**src/rtl/core/fsq_pkg.sv**
```systemverilog
// ----------------------------------------------------------------------------
// fsq_pkg
// Shared types, codes and constants of the four-step note sequencer.
// ----------------------------------------------------------------------------
package fsq_pkg;

	localparam int SLOWEST_TICKS = 20;
	localparam int LOWEST_NOTE   = 36;
	localparam int NOTE_SPAN     = 48;
	localparam int LOCKOUT_TICKS = 6;

	localparam int NUM_STEPS   = 4;
	localparam int NUM_BUTTONS = NUM_STEPS + 1;
	localparam int KNOB_W      = 10;
	localparam int NOTE_W      = 7;
	localparam int CNT_W       = 8;
	localparam int LOCK_W      = 4;
	localparam int LED_W       = NUM_STEPS + 1;
	localparam int QDEPTH      = 2;
	localparam int QPTR_W      = $clog2(QDEPTH);

	// tempo drop divisor and its rounded-up reciprocal over a 24-bit shift
	localparam int TEMPO_DIV0  = 1024 / (SLOWEST_TICKS - 1);
	localparam int TEMPO_DIV   = (TEMPO_DIV0 == 0) ? 1 : TEMPO_DIV0;
	localparam int RECIP_SH    = 24;
	localparam int TEMPO_RECIP = ((1 << RECIP_SH) + TEMPO_DIV - 1) / TEMPO_DIV;
	localparam int PITCH_MUL   = NOTE_SPAN - 11;

	// input commands
	localparam logic [1:0] CMD_TICK        = 2'd0;
	localparam logic [1:0] CMD_START_STOP  = 2'd1;
	localparam logic [1:0] CMD_STEP_TOGGLE = 2'd2;

	// message kinds
	localparam logic [1:0] MSG_NONE = 2'd0;
	localparam logic [1:0] MSG_ON   = 2'd1;
	localparam logic [1:0] MSG_OFF  = 2'd2;

	// configuration register indexes
	localparam logic [1:0] CFG_PITCH    = 2'd0;
	localparam logic [1:0] CFG_VELOCITY = 2'd1;
	localparam logic [1:0] CFG_LENGTH   = 2'd2;
	localparam logic [1:0] CFG_TEMPO    = 2'd3;

	localparam logic [NUM_STEPS-1:0][3:0] STEP_OFFSET = {4'd11, 4'd7, 4'd4, 4'd0};

	// one classified item, handed from front to back
	typedef struct packed {
		logic [NUM_STEPS-1:0]             off_mask;
		logic                             on_flag;
		logic [NUM_STEPS-1:0][NOTE_W-1:0] off_note;
		logic [NUM_STEPS-1:0][NOTE_W-1:0] off_vel;
		logic [NOTE_W-1:0]                on_note;
		logic [NOTE_W-1:0]                on_vel;
		logic [LED_W-1:0]                 leds;
		logic                             run;
	} rec_t;

endpackage

```
**src/rtl/core/fsq_front.sv**
```systemverilog
// ----------------------------------------------------------------------------
// fsq_front
// Knob registers and sequencer state; classifies each item into one record.
// ----------------------------------------------------------------------------
module fsq_front (
	input  logic               clk,
	input  logic               arst_n,
	input  logic               take,
	input  logic [1:0]         cmd,
	input  logic [1:0]         step_button,
	input  logic               cfg_we,
	input  logic [1:0]         cfg_index,
	input  logic [9:0]         cfg_data,
	output fsq_pkg::rec_t      rec
);
	import fsq_pkg::*;

	logic [CNT_W-1:0]  tempo_val_q;
	logic [7:0]        base_q;
	logic [NOTE_W-1:0] vel_q;
	logic [KNOB_W-1:0] length_knob_q;

	logic                             run_q;
	logic [CNT_W-1:0]                 tc_q;
	logic                             used_q;
	logic [1:0]                       ptr_q;
	logic [NUM_STEPS-1:0]             act_q;
	logic [NUM_STEPS-1:0][NOTE_W-1:0] snote_q;
	logic [NUM_STEPS-1:0][NOTE_W-1:0] svel_q;
	logic [NUM_STEPS-1:0]             osent_q;
	logic [NUM_STEPS-1:0][CNT_W-1:0]  offc_q;
	logic [NUM_BUTTONS-1:0][LOCK_W-1:0] lock_q;

	logic                             run_n;
	logic [CNT_W-1:0]                 tc_n;
	logic                             used_n;
	logic [1:0]                       ptr_n;
	logic [NUM_STEPS-1:0]             act_n;
	logic [NUM_STEPS-1:0][NOTE_W-1:0] snote_n;
	logic [NUM_STEPS-1:0][NOTE_W-1:0] svel_n;
	logic [NUM_STEPS-1:0]             osent_n;
	logic [NUM_STEPS-1:0][CNT_W-1:0]  offc_n;
	logic [NUM_BUTTONS-1:0][LOCK_W-1:0] lock_n;

	logic [31:0]       drop_prod;
	logic [CNT_W-1:0]  drop;
	logic [CNT_W-1:0]  tempo_new;
	logic [16:0]       pitch_prod;
	logic [17:0]       len_prod;
	logic [CNT_W-1:0]  len;
	logic [2:0]        bidx;
	logic [NOTE_W-1:0] on_note;

	// knob derivations done at write time
	assign drop_prod  = 32'(cfg_data) * 32'(TEMPO_RECIP);
	assign drop       = CNT_W'(drop_prod >> RECIP_SH);
	assign tempo_new  = (drop >= CNT_W'(SLOWEST_TICKS)) ? '0 : CNT_W'(SLOWEST_TICKS) - drop;
	assign pitch_prod = 17'(cfg_data) * 17'(PITCH_MUL);

	always_ff @(posedge clk or negedge arst_n) begin
		if (!arst_n) begin
			tempo_val_q   <= CNT_W'(SLOWEST_TICKS);
			base_q        <= 8'(LOWEST_NOTE);
			vel_q         <= '0;
			length_knob_q <= '0;
		end else if (cfg_we) begin
			case (cfg_index)
				CFG_PITCH:    base_q <= 8'(pitch_prod >> 10) + 8'(LOWEST_NOTE);
				CFG_VELOCITY: vel_q <= cfg_data[9:3];
				CFG_LENGTH:   length_knob_q <= cfg_data;
				CFG_TEMPO:    tempo_val_q <= tempo_new;
				default:      ;
			endcase
		end
	end

	assign len_prod = 18'(length_knob_q) * 18'(tempo_val_q);
	assign len      = CNT_W'((len_prod >> 10) + 18'd1);
	assign bidx     = {1'b0, step_button} + 3'd1;
	assign on_note  = NOTE_W'(base_q + 8'(STEP_OFFSET[ptr_q]));

	always_comb begin
		run_n   = run_q;
		tc_n    = tc_q;
		used_n  = used_q;
		ptr_n   = ptr_q;
		act_n   = act_q;
		snote_n = snote_q;
		svel_n  = svel_q;
		osent_n = osent_q;
		offc_n  = offc_q;
		lock_n  = lock_q;
		rec     = '0;
		rec.off_note = snote_q;
		rec.off_vel  = svel_q;
		rec.on_note  = on_note;
		rec.on_vel   = vel_q;

		case (cmd)
			CMD_TICK: begin
				tc_n   = (tc_q != '0) ? tc_q - 1'b1 : tempo_val_q;
				used_n = 1'b0;
				for (int i = 0; i < NUM_STEPS; i++) begin
					if (offc_q[i] != '0) offc_n[i] = offc_q[i] - 1'b1;
				end
				for (int i = 0; i < NUM_BUTTONS; i++) begin
					if (lock_q[i] != '0) lock_n[i] = lock_q[i] - 1'b1;
				end
			end
			CMD_START_STOP: begin
				if (lock_q[0] == '0) begin
					if (run_q) begin
						run_n        = 1'b0;
						ptr_n        = '0;
						rec.off_mask = '1;
					end else begin
						act_n = '1;
						run_n = 1'b1;
					end
					lock_n[0] = LOCK_W'(LOCKOUT_TICKS);
				end
			end
			CMD_STEP_TOGGLE: begin
				if (run_q && lock_q[bidx] == '0) begin
					act_n[step_button] = ~act_q[step_button];
					lock_n[bidx]       = LOCK_W'(LOCKOUT_TICKS);
				end
			end
			default: ;
		endcase

		if (run_n) begin
			for (int i = 0; i < NUM_STEPS; i++) begin
				if (offc_n[i] == '0 && !osent_q[i]) begin
					rec.off_mask[i] = 1'b1;
					osent_n[i]      = 1'b1;
				end
			end
			if (tc_n == '0 && !used_n) begin
				if (act_n[ptr_q]) begin
					snote_n[ptr_q] = on_note;
					svel_n[ptr_q]  = vel_q;
					offc_n[ptr_q]  = len;
					osent_n[ptr_q] = 1'b0;
					rec.on_flag    = 1'b1;
				end
				used_n = 1'b1;
				ptr_n  = ptr_q + 2'd1;
			end
		end

		rec.run  = run_n;
		rec.leds = run_n ? {act_n, 1'b1} : '0;
	end

	always_ff @(posedge clk or negedge arst_n) begin
		if (!arst_n) begin
			run_q   <= 1'b0;
			tc_q    <= '0;
			used_q  <= 1'b0;
			ptr_q   <= '0;
			act_q   <= '0;
			snote_q <= '0;
			svel_q  <= '0;
			osent_q <= '0;
			offc_q  <= '0;
			lock_q  <= '0;
		end else if (take) begin
			run_q   <= run_n;
			tc_q    <= tc_n;
			used_q  <= used_n;
			ptr_q   <= ptr_n;
			act_q   <= act_n;
			snote_q <= snote_n;
			svel_q  <= svel_n;
			osent_q <= osent_n;
			offc_q  <= offc_n;
			lock_q  <= lock_n;
		end
	end

endmodule

```
**src/rtl/core/fsq_queue.sv**
```systemverilog
// ----------------------------------------------------------------------------
// fsq_queue
// Short record queue between the front and the back.
// ----------------------------------------------------------------------------
module fsq_queue (
	input  logic          clk,
	input  logic          arst_n,
	input  logic          wr,
	input  fsq_pkg::rec_t wr_rec,
	output logic          q_full,
	input  logic          rd,
	output fsq_pkg::rec_t rd_rec,
	output logic          q_empty
);
	import fsq_pkg::*;

	rec_t              mem_q [QDEPTH];
	logic [QPTR_W-1:0] wp_q;
	logic [QPTR_W-1:0] rp_q;
	logic [QPTR_W:0]   cnt_q;

	assign q_full  = (cnt_q == (QPTR_W+1)'(QDEPTH));
	assign q_empty = (cnt_q == '0);
	assign rd_rec  = mem_q[rp_q];

	always_ff @(posedge clk) begin
		if (wr) mem_q[wp_q] <= wr_rec;
	end

	always_ff @(posedge clk or negedge arst_n) begin
		if (!arst_n) begin
			wp_q  <= '0;
			rp_q  <= '0;
			cnt_q <= '0;
		end else begin
			if (wr) wp_q <= (wp_q == QPTR_W'(QDEPTH - 1)) ? '0 : wp_q + 1'b1;
			if (rd) rp_q <= (rp_q == QPTR_W'(QDEPTH - 1)) ? '0 : rp_q + 1'b1;
			case ({wr, rd})
				2'b10:   cnt_q <= cnt_q + 1'b1;
				2'b01:   cnt_q <= cnt_q - 1'b1;
				default: cnt_q <= cnt_q;
			endcase
		end
	end

endmodule

```
**src/rtl/core/fsq_back.sv**
```systemverilog
// ----------------------------------------------------------------------------
// fsq_back
// Drains one record as a series of messages, one per pop.
// ----------------------------------------------------------------------------
module fsq_back (
	input  logic          clk,
	input  logic          arst_n,
	input  fsq_pkg::rec_t q_rec,
	input  logic          q_empty,
	output logic          q_rd,
	output logic          empty,
	input  logic          pop,
	output logic [1:0]    msg_kind,
	output logic [6:0]    note_number,
	output logic [6:0]    note_velocity,
	output logic [4:0]    led_mask,
	output logic          is_running,
	output logic          last_result
);
	import fsq_pkg::*;

	rec_t                 cur_q;
	logic                 valid_q;
	logic [NUM_STEPS:0]   pend_q;
	logic                 none_q;

	logic [NUM_STEPS:0]   low;
	logic [NUM_STEPS:0]   rest;
	logic                 is_last;

	assign low     = pend_q & (~pend_q + 1'b1);
	assign rest    = pend_q & ~low;
	assign is_last = none_q || (rest == '0);
	assign q_rd    = !q_empty && (!valid_q || (pop && is_last));
	assign empty   = !valid_q;

	always_comb begin
		msg_kind      = MSG_NONE;
		note_number   = '0;
		note_velocity = '0;
		if (!none_q) begin
			if (low[NUM_STEPS]) begin
				msg_kind      = MSG_ON;
				note_number   = cur_q.on_note;
				note_velocity = cur_q.on_vel;
			end
			for (int i = 0; i < NUM_STEPS; i++) begin
				if (low[i]) begin
					msg_kind      = MSG_OFF;
					note_number   = cur_q.off_note[i];
					note_velocity = cur_q.off_vel[i];
				end
			end
		end
	end

	assign led_mask    = cur_q.leds;
	assign is_running  = cur_q.run;
	assign last_result = is_last;

	always_ff @(posedge clk) begin
		if (q_rd) cur_q <= q_rec;
	end

	always_ff @(posedge clk or negedge arst_n) begin
		if (!arst_n) begin
			valid_q <= 1'b0;
			pend_q  <= '0;
			none_q  <= 1'b0;
		end else if (q_rd) begin
			valid_q <= 1'b1;
			pend_q  <= {q_rec.on_flag, q_rec.off_mask};
			none_q  <= ({q_rec.on_flag, q_rec.off_mask} == '0);
		end else if (pop && valid_q) begin
			if (is_last) begin
				valid_q <= 1'b0;
			end else begin
				pend_q <= rest;
			end
		end
	end

endmodule

```
**src/rtl/core/four_step_note_sequencer.sv**
```systemverilog
// ----------------------------------------------------------------------------
// four_step_note_sequencer
// Four-step note sequencer: ticks and button presses in, note messages out.
//
//   channel  handshake          payload
//   input    push / full        cmd, step_button
//   result   empty / pop        msg_kind, note_number, note_velocity,
//                               led_mask, is_running, last_result
//   config   cfg_valid/ready    cfg_index, cfg_data
//
// the front classifies an item in its accept cycle and queues one record
// the back sends one to five results, one per pop, from the record
// a two-entry record queue lets input run ahead while results stall
// full rises when both queue entries wait while the back is still draining
// knob writes act on next item; reset: slowest tempo, lowest note, else zero
// ----------------------------------------------------------------------------
module four_step_note_sequencer (
	input  logic       clk,
	input  logic       arst_n,
	input  logic       push,
	output logic       full,
	input  logic [1:0] cmd,
	input  logic [1:0] step_button,
	output logic       empty,
	input  logic       pop,
	output logic [1:0] msg_kind,
	output logic [6:0] note_number,
	output logic [6:0] note_velocity,
	output logic [4:0] led_mask,
	output logic       is_running,
	output logic       last_result,
	input  logic       cfg_valid,
	output logic       cfg_ready,
	input  logic [1:0] cfg_index,
	input  logic [9:0] cfg_data
);
	import fsq_pkg::*;

	rec_t front_rec;
	rec_t q_rec;
	logic q_full;
	logic q_empty;
	logic q_rd;
	logic take;

	assign cfg_ready = 1'b1;
	assign full      = q_full;
	assign take      = push && !q_full;

	fsq_front u_front (
		.clk         (clk),
		.arst_n      (arst_n),
		.take        (take),
		.cmd         (cmd),
		.step_button (step_button),
		.cfg_we      (cfg_valid),
		.cfg_index   (cfg_index),
		.cfg_data    (cfg_data),
		.rec         (front_rec)
	);

	fsq_queue u_queue (
		.clk     (clk),
		.arst_n  (arst_n),
		.wr      (take),
		.wr_rec  (front_rec),
		.q_full  (q_full),
		.rd      (q_rd),
		.rd_rec  (q_rec),
		.q_empty (q_empty)
	);

	fsq_back u_back (
		.clk           (clk),
		.arst_n        (arst_n),
		.q_rec         (q_rec),
		.q_empty       (q_empty),
		.q_rd          (q_rd),
		.empty         (empty),
		.pop           (pop),
		.msg_kind      (msg_kind),
		.note_number   (note_number),
		.note_velocity (note_velocity),
		.led_mask      (led_mask),
		.is_running    (is_running),
		.last_result   (last_result)
	);

endmodule
```
**config.mk**
```make
export PLATFORM = sky130hd
export DESIGN_NAME = four_step_note_sequencer
export DESIGN_NICKNAME = d
export VERILOG_FILES = /design/src/rtl/core/fsq_pkg.sv /design/src/rtl/core/fsq_front.sv /design/src/rtl/core/fsq_queue.sv /design/src/rtl/core/fsq_back.sv /design/src/rtl/core/four_step_note_sequencer.sv
export SDC_FILE = /design/constraint.sdc
export NUM_CORES = 1
export LEC_CHECK = 0
export BUFFER_PORTS_ARGS = -buffer_cell sky130_fd_sc_hd__buf_4
export CORE_ASPECT_RATIO = 1.25
export CORE_MARGIN = 1.5
export CORE_UTILIZATION = 46
export CTS_BUF_LIST = sky130_fd_sc_hd__clkbuf_4 sky130_fd_sc_hd__clkbuf_8 sky130_fd_sc_hd__clkbuf_16
export CTS_CLUSTER_DIAMETER = 150
export DETAILED_ROUTE_END_ITERATION = 7
export SYNTH_ARGS = -nofsm -noshare
export SYNTH_HDL_FRONTEND = slang
export SYNTH_HIERARCHICAL = 1
export SYNTH_SLANG_ARGS = --single-unit
```
**constraint.sdc**
```tcl
create_clock -name clk -period 5.6 [get_ports clk]
set_input_delay 0.56 -clock clk [delete_from_list [all_inputs] [get_ports clk]]
set_output_delay 0.56 -clock clk [all_outputs]
set_load 0.005 [all_outputs]
```
==> impl_metrics.toml <==
[status]
status = "complete, but fails checks"
violations = "DRC"

[global_routing]
grt_pass1_vias = 15600
antenna_found_initial = 1
grt_pass1_wl_mm = 82.7
grt_start_max_net_pins = 72
track_usage_pct = 19.2
overflow = 0

[run]
maxCapViolCount = 0

[floorplan]
initial_core_util_pct = 46.6
die-area_sq_um = 53600
row_count = 93
die_h_um = 259
die_w_um = 207
core_area_sq_um = 51500
io_pins = 47

[drt]
drt-initial-drc-count = 669
wl_per_cell_um = 18.2
vias = 15400
ant_nets = 0
drt_wl_total_mm = 51.1
post-route-drc-count = 4
avgViaCountPerCell = 5.49
firstDrtPassIters = 7

[logic_synthesis]
synth-seq-cells = 407
synthTopCellsByArea = "edfxtp_1, dfrtp_1, ha_1, fa_1, mux2_4"
ys.flop_type = "edfxtp_1"
syn_area_sq_um = 24000
syn-num-nets = 2274
synth_edf_count = 238
yosysSeqAreaShare_pct = 47.4
async_flop_share_pct = 41.5
syn_avg_cell_area_sq_um = 12.0
yosys.area.top_type = "edfxtp_1"
synthCells = 2002
ys_warn_count = 6
synth_top_area_share_pct = 29.7
yosysUniqueCellTypes = 92

[cts]
clk_pin_slew_ps = 60
cts.path.max_buffers = 3
numClockSinks = 407
numCtsBuffers = 41
cts_tree = "built"
root_buffer = "clkbuf_16"
htree_levels = 2
clock_latency_ps = 540
hold_buffers = 0

[place]
port_buffers = 45
dpl_cell_area_sq_um = 25300
dpl.cell_count = 2712
gp_congestion = 0.845
place_hpwl_mm = 35.4

[timing]
tightest_slew_ps = 985
setup_viol = 0
finalCritPeriodShare_pct = 97.8
skew_ps = 11.7
max_freq_mhz = 183
fin_crit_ps = 5470
finalHoldViolations = 0
max-slew-margin-rel_pct = 34.3
rsz0062_at_grt = "yes"
setup_tns_ps = 0
maxSlewViolCount = 0

[pwr]
clkPwrFrac_pct = 20.3
power_density_nw_per_um2 = 488
combinationalPowerShare_pct = 41.8
power.internal_w = 0.00851
total_power_w = 0.0132
p_sw_w = 0.00471
p_leak_nw = 11.9
swShare_pct = 35.7
power_frac_seq_pct = 37.9
peakVddDrop_v = 0.000308

[final_layout]
fin_util_pct = 52.5
layout-drive-gt1-share_pct = 21.9
nets = 2377
synthToLayoutAreaGrowth_pct = 12.7
final_area_sq_um = 27100
fin_cells = 2803

[hold_path]
hold_path.class = "in2async"

[setup_path]
cp.arrival_ps = 5900
worstPathRequired_ps = 6020
cp_max_fo = 7
crit_type = "reg2reg"
worstSetupEndpointType = "flip-flop"
start_kind = "flip-flop"
## registers in the layout (all words and copies together) (netlist names), 2 cells and up
name	count
u_front/tempo_val_q	6
u_front/osent_q	4
u_back/cur_q	70
u_front/length_knob_q	10
u_front/base_q	7
u_front/act_q	4
u_front/tc_q	8
u_queue/cnt_q	2
u_front/rec	56
u_queue/mem_q	162
u_front/lock_q	20
u_front/vel_q	7
u_front/offc_q	32
u_front/ptr_q	2
u_back/led_mask	5
u_back/pend_q	5
## cells by family (layout without fill, tap and decap cells)
logic type / count (synthesis) / in the layout / synth area share [%]
muxes: 165 / 165 / 9.05
DFF: 407 / 407 / 47.4
other: 1 / 2 / 0.0156
AOI/OAI and AO/OA: 351 / 351 / 9.96
buffers and inverters: 296 / 431 / 5.54
and+or+nand+nor: 483 / 483 / 10.9
xor gates and xnor gates: 48 / 48 / 1.75
adders and majority gates: 251 / 251 / 15.4
## timing repair
item / 4_1_cts / 5_1_grt
gates cloned: 0 / 0
buffers inserted: 2 / 13
pin swaps: 19 / 48
setup endpoints to repair: 8 / 13
gates resized for setup: 35 / 37
## stage by stage
stage          setup WS (ps)  hold WS [ps]
2_1_floorplan          -17.7           264
3_3_place_gp           -99.4           442
3_5_place_dp            -218           451
4_1_cts                -36.7          67.8
5_1_grt                -75.9          89.9
6_report                 125          41.3
## worst max-delay path: stages, from the launching register on
cell      delay [ps]
dfstp_2          620
buf_6            130
and2_4           140
fa_2             440
ha_4             280
inv_1             50
fa_1             500
fa_1             540
inv_1             40
ha_1             310
o21a_1           180
o21a_1           200
and4b_1          200
nor3_1           160
buf_4            160
inv_1             60
ha_2             180
nand3_2           80
buf_6            120
o31ai_4           70
a221oi_2         310
xnor2_2          160
nor2_2            80
a221o_1          320
## routing by layer
| metal | global-route usage [%] | wire, um | vias up |
|---|---|---|---|
| met3 | 1.84 | 1530 | 73 |
| met4 | 5.47 | 1170 | 0 |
| met5 | 0 | 0 | - |
| li1 | - | - | 7372 |
| met2 | 35.6 | 26500 | 251 |
| met1 | 23.7 | 21900 | 7685 |
## Yosys cell counts (9+ instances only)
cell type and instances:
a21o_1 15, a21oi_1 63, a221o_1 9, a22oi_1 36, a31oi_1 27, and2_1 63
buf_2 12, buf_4 10, clkbuf_1 40, dfrtp_1 165, edfxtp_1 238, fa_1 74
ha_1 177, inv_1 219, mux2_2 57, mux2_4 88, mux2i_1 19, nand2_1 130
nand3_1 25, nand3b_1 12, nand4_1 10, nor2_1 79, nor3_1 38, nor4_1 21
o21a_1 12, o21ai_0 75, o22ai_1 10, o31ai_1 21, or2_2 20, or3_1 15
xnor2_1 28, xor2_1 20
## power groups by stage
stage,clock network [W],logic (W),registers (W)
finish,0.00268,0.00553,0.00501
global route,0.00287,0.00618,0.00512
CTS,0.00276,0.00538,0.00501
detailed placement,0,0.00522,0.00506
global placement,0,0.00511,0.00501
floorplan,0,0.00392,0.00475
## layout by cell type, fill, tap and decap left out, types with 12 or more instances in the layout
cell type	synthesis	routed
edfxtp_1	238	238
and2_1	63	52
nor4_1	21	19
inv_1	219	211
nand3b_1	12	12
a22oi_1	36	36
fa_1	74	70
ha_1	177	169
xnor2_1	28	25
a21oi_1	63	60
mux2i_1	19	19
clkbuf_4	0	13
nand2_1	130	127
o21a_1	12	12
nor2_1	79	77
o31ai_1	21	20
buf_4	10	127
nor3_1	38	38
clkbuf_16	0	41
dfrtp_1	165	160
o21ai_0	75	73
a31oi_1	27	27
nand3_1	25	24
xor2_1	20	20
mux2_4	88	88
a21o_1	15	15
or2_2	20	19
mux2_2	57	57
or3_1	15	15
## path summary, 6_finish.rpt
| kind | start | to | slack [ps] | cells after the start |
|---|---|---|---|---|
| min in group clk | pop | u_back/none_q$_DFFE_PN0P_ | 370 | 3 |
| max in group asynchronous | arst_n | u_front/length_knob_q[3]$_DFFE_PN0P_ | 4290 | 2 |
| worst max-delay path | u_front/tempo_val_q[4]$_DFFE_PN1P_ | u_front/offc_q[22]$_DFFE_PN0P_ | 130 | 23 |
| worst max register to register | u_front/tempo_val_q[4]$_DFFE_PN1P_ | u_front/offc_q[22]$_DFFE_PN0P_ | 130 | 23 |
| worst min-delay path | arst_n | u_queue/wp_q$_DFFE_PN0P_ | 40 | 1 |
| worst min register to register | u_front/rec[62]$_DFFE_PN0P_ | u_queue/mem_q[1][62]$_DFFE_PP_ | 460 | 0 |
## area by class of cell
cell class	count	area [sq um]
Fill cell	4445	24500
Clock inverter	17	144
Clock buffer	58	1180
Tap cell	665	832
Antenna cell	1	2.50
Inverter	219	822
Timing Repair Buffer	137	1070
Sequential cell	407	11400
Multi-Input combinational cell	1299	11600
Power figures use the tool's default switching activity.
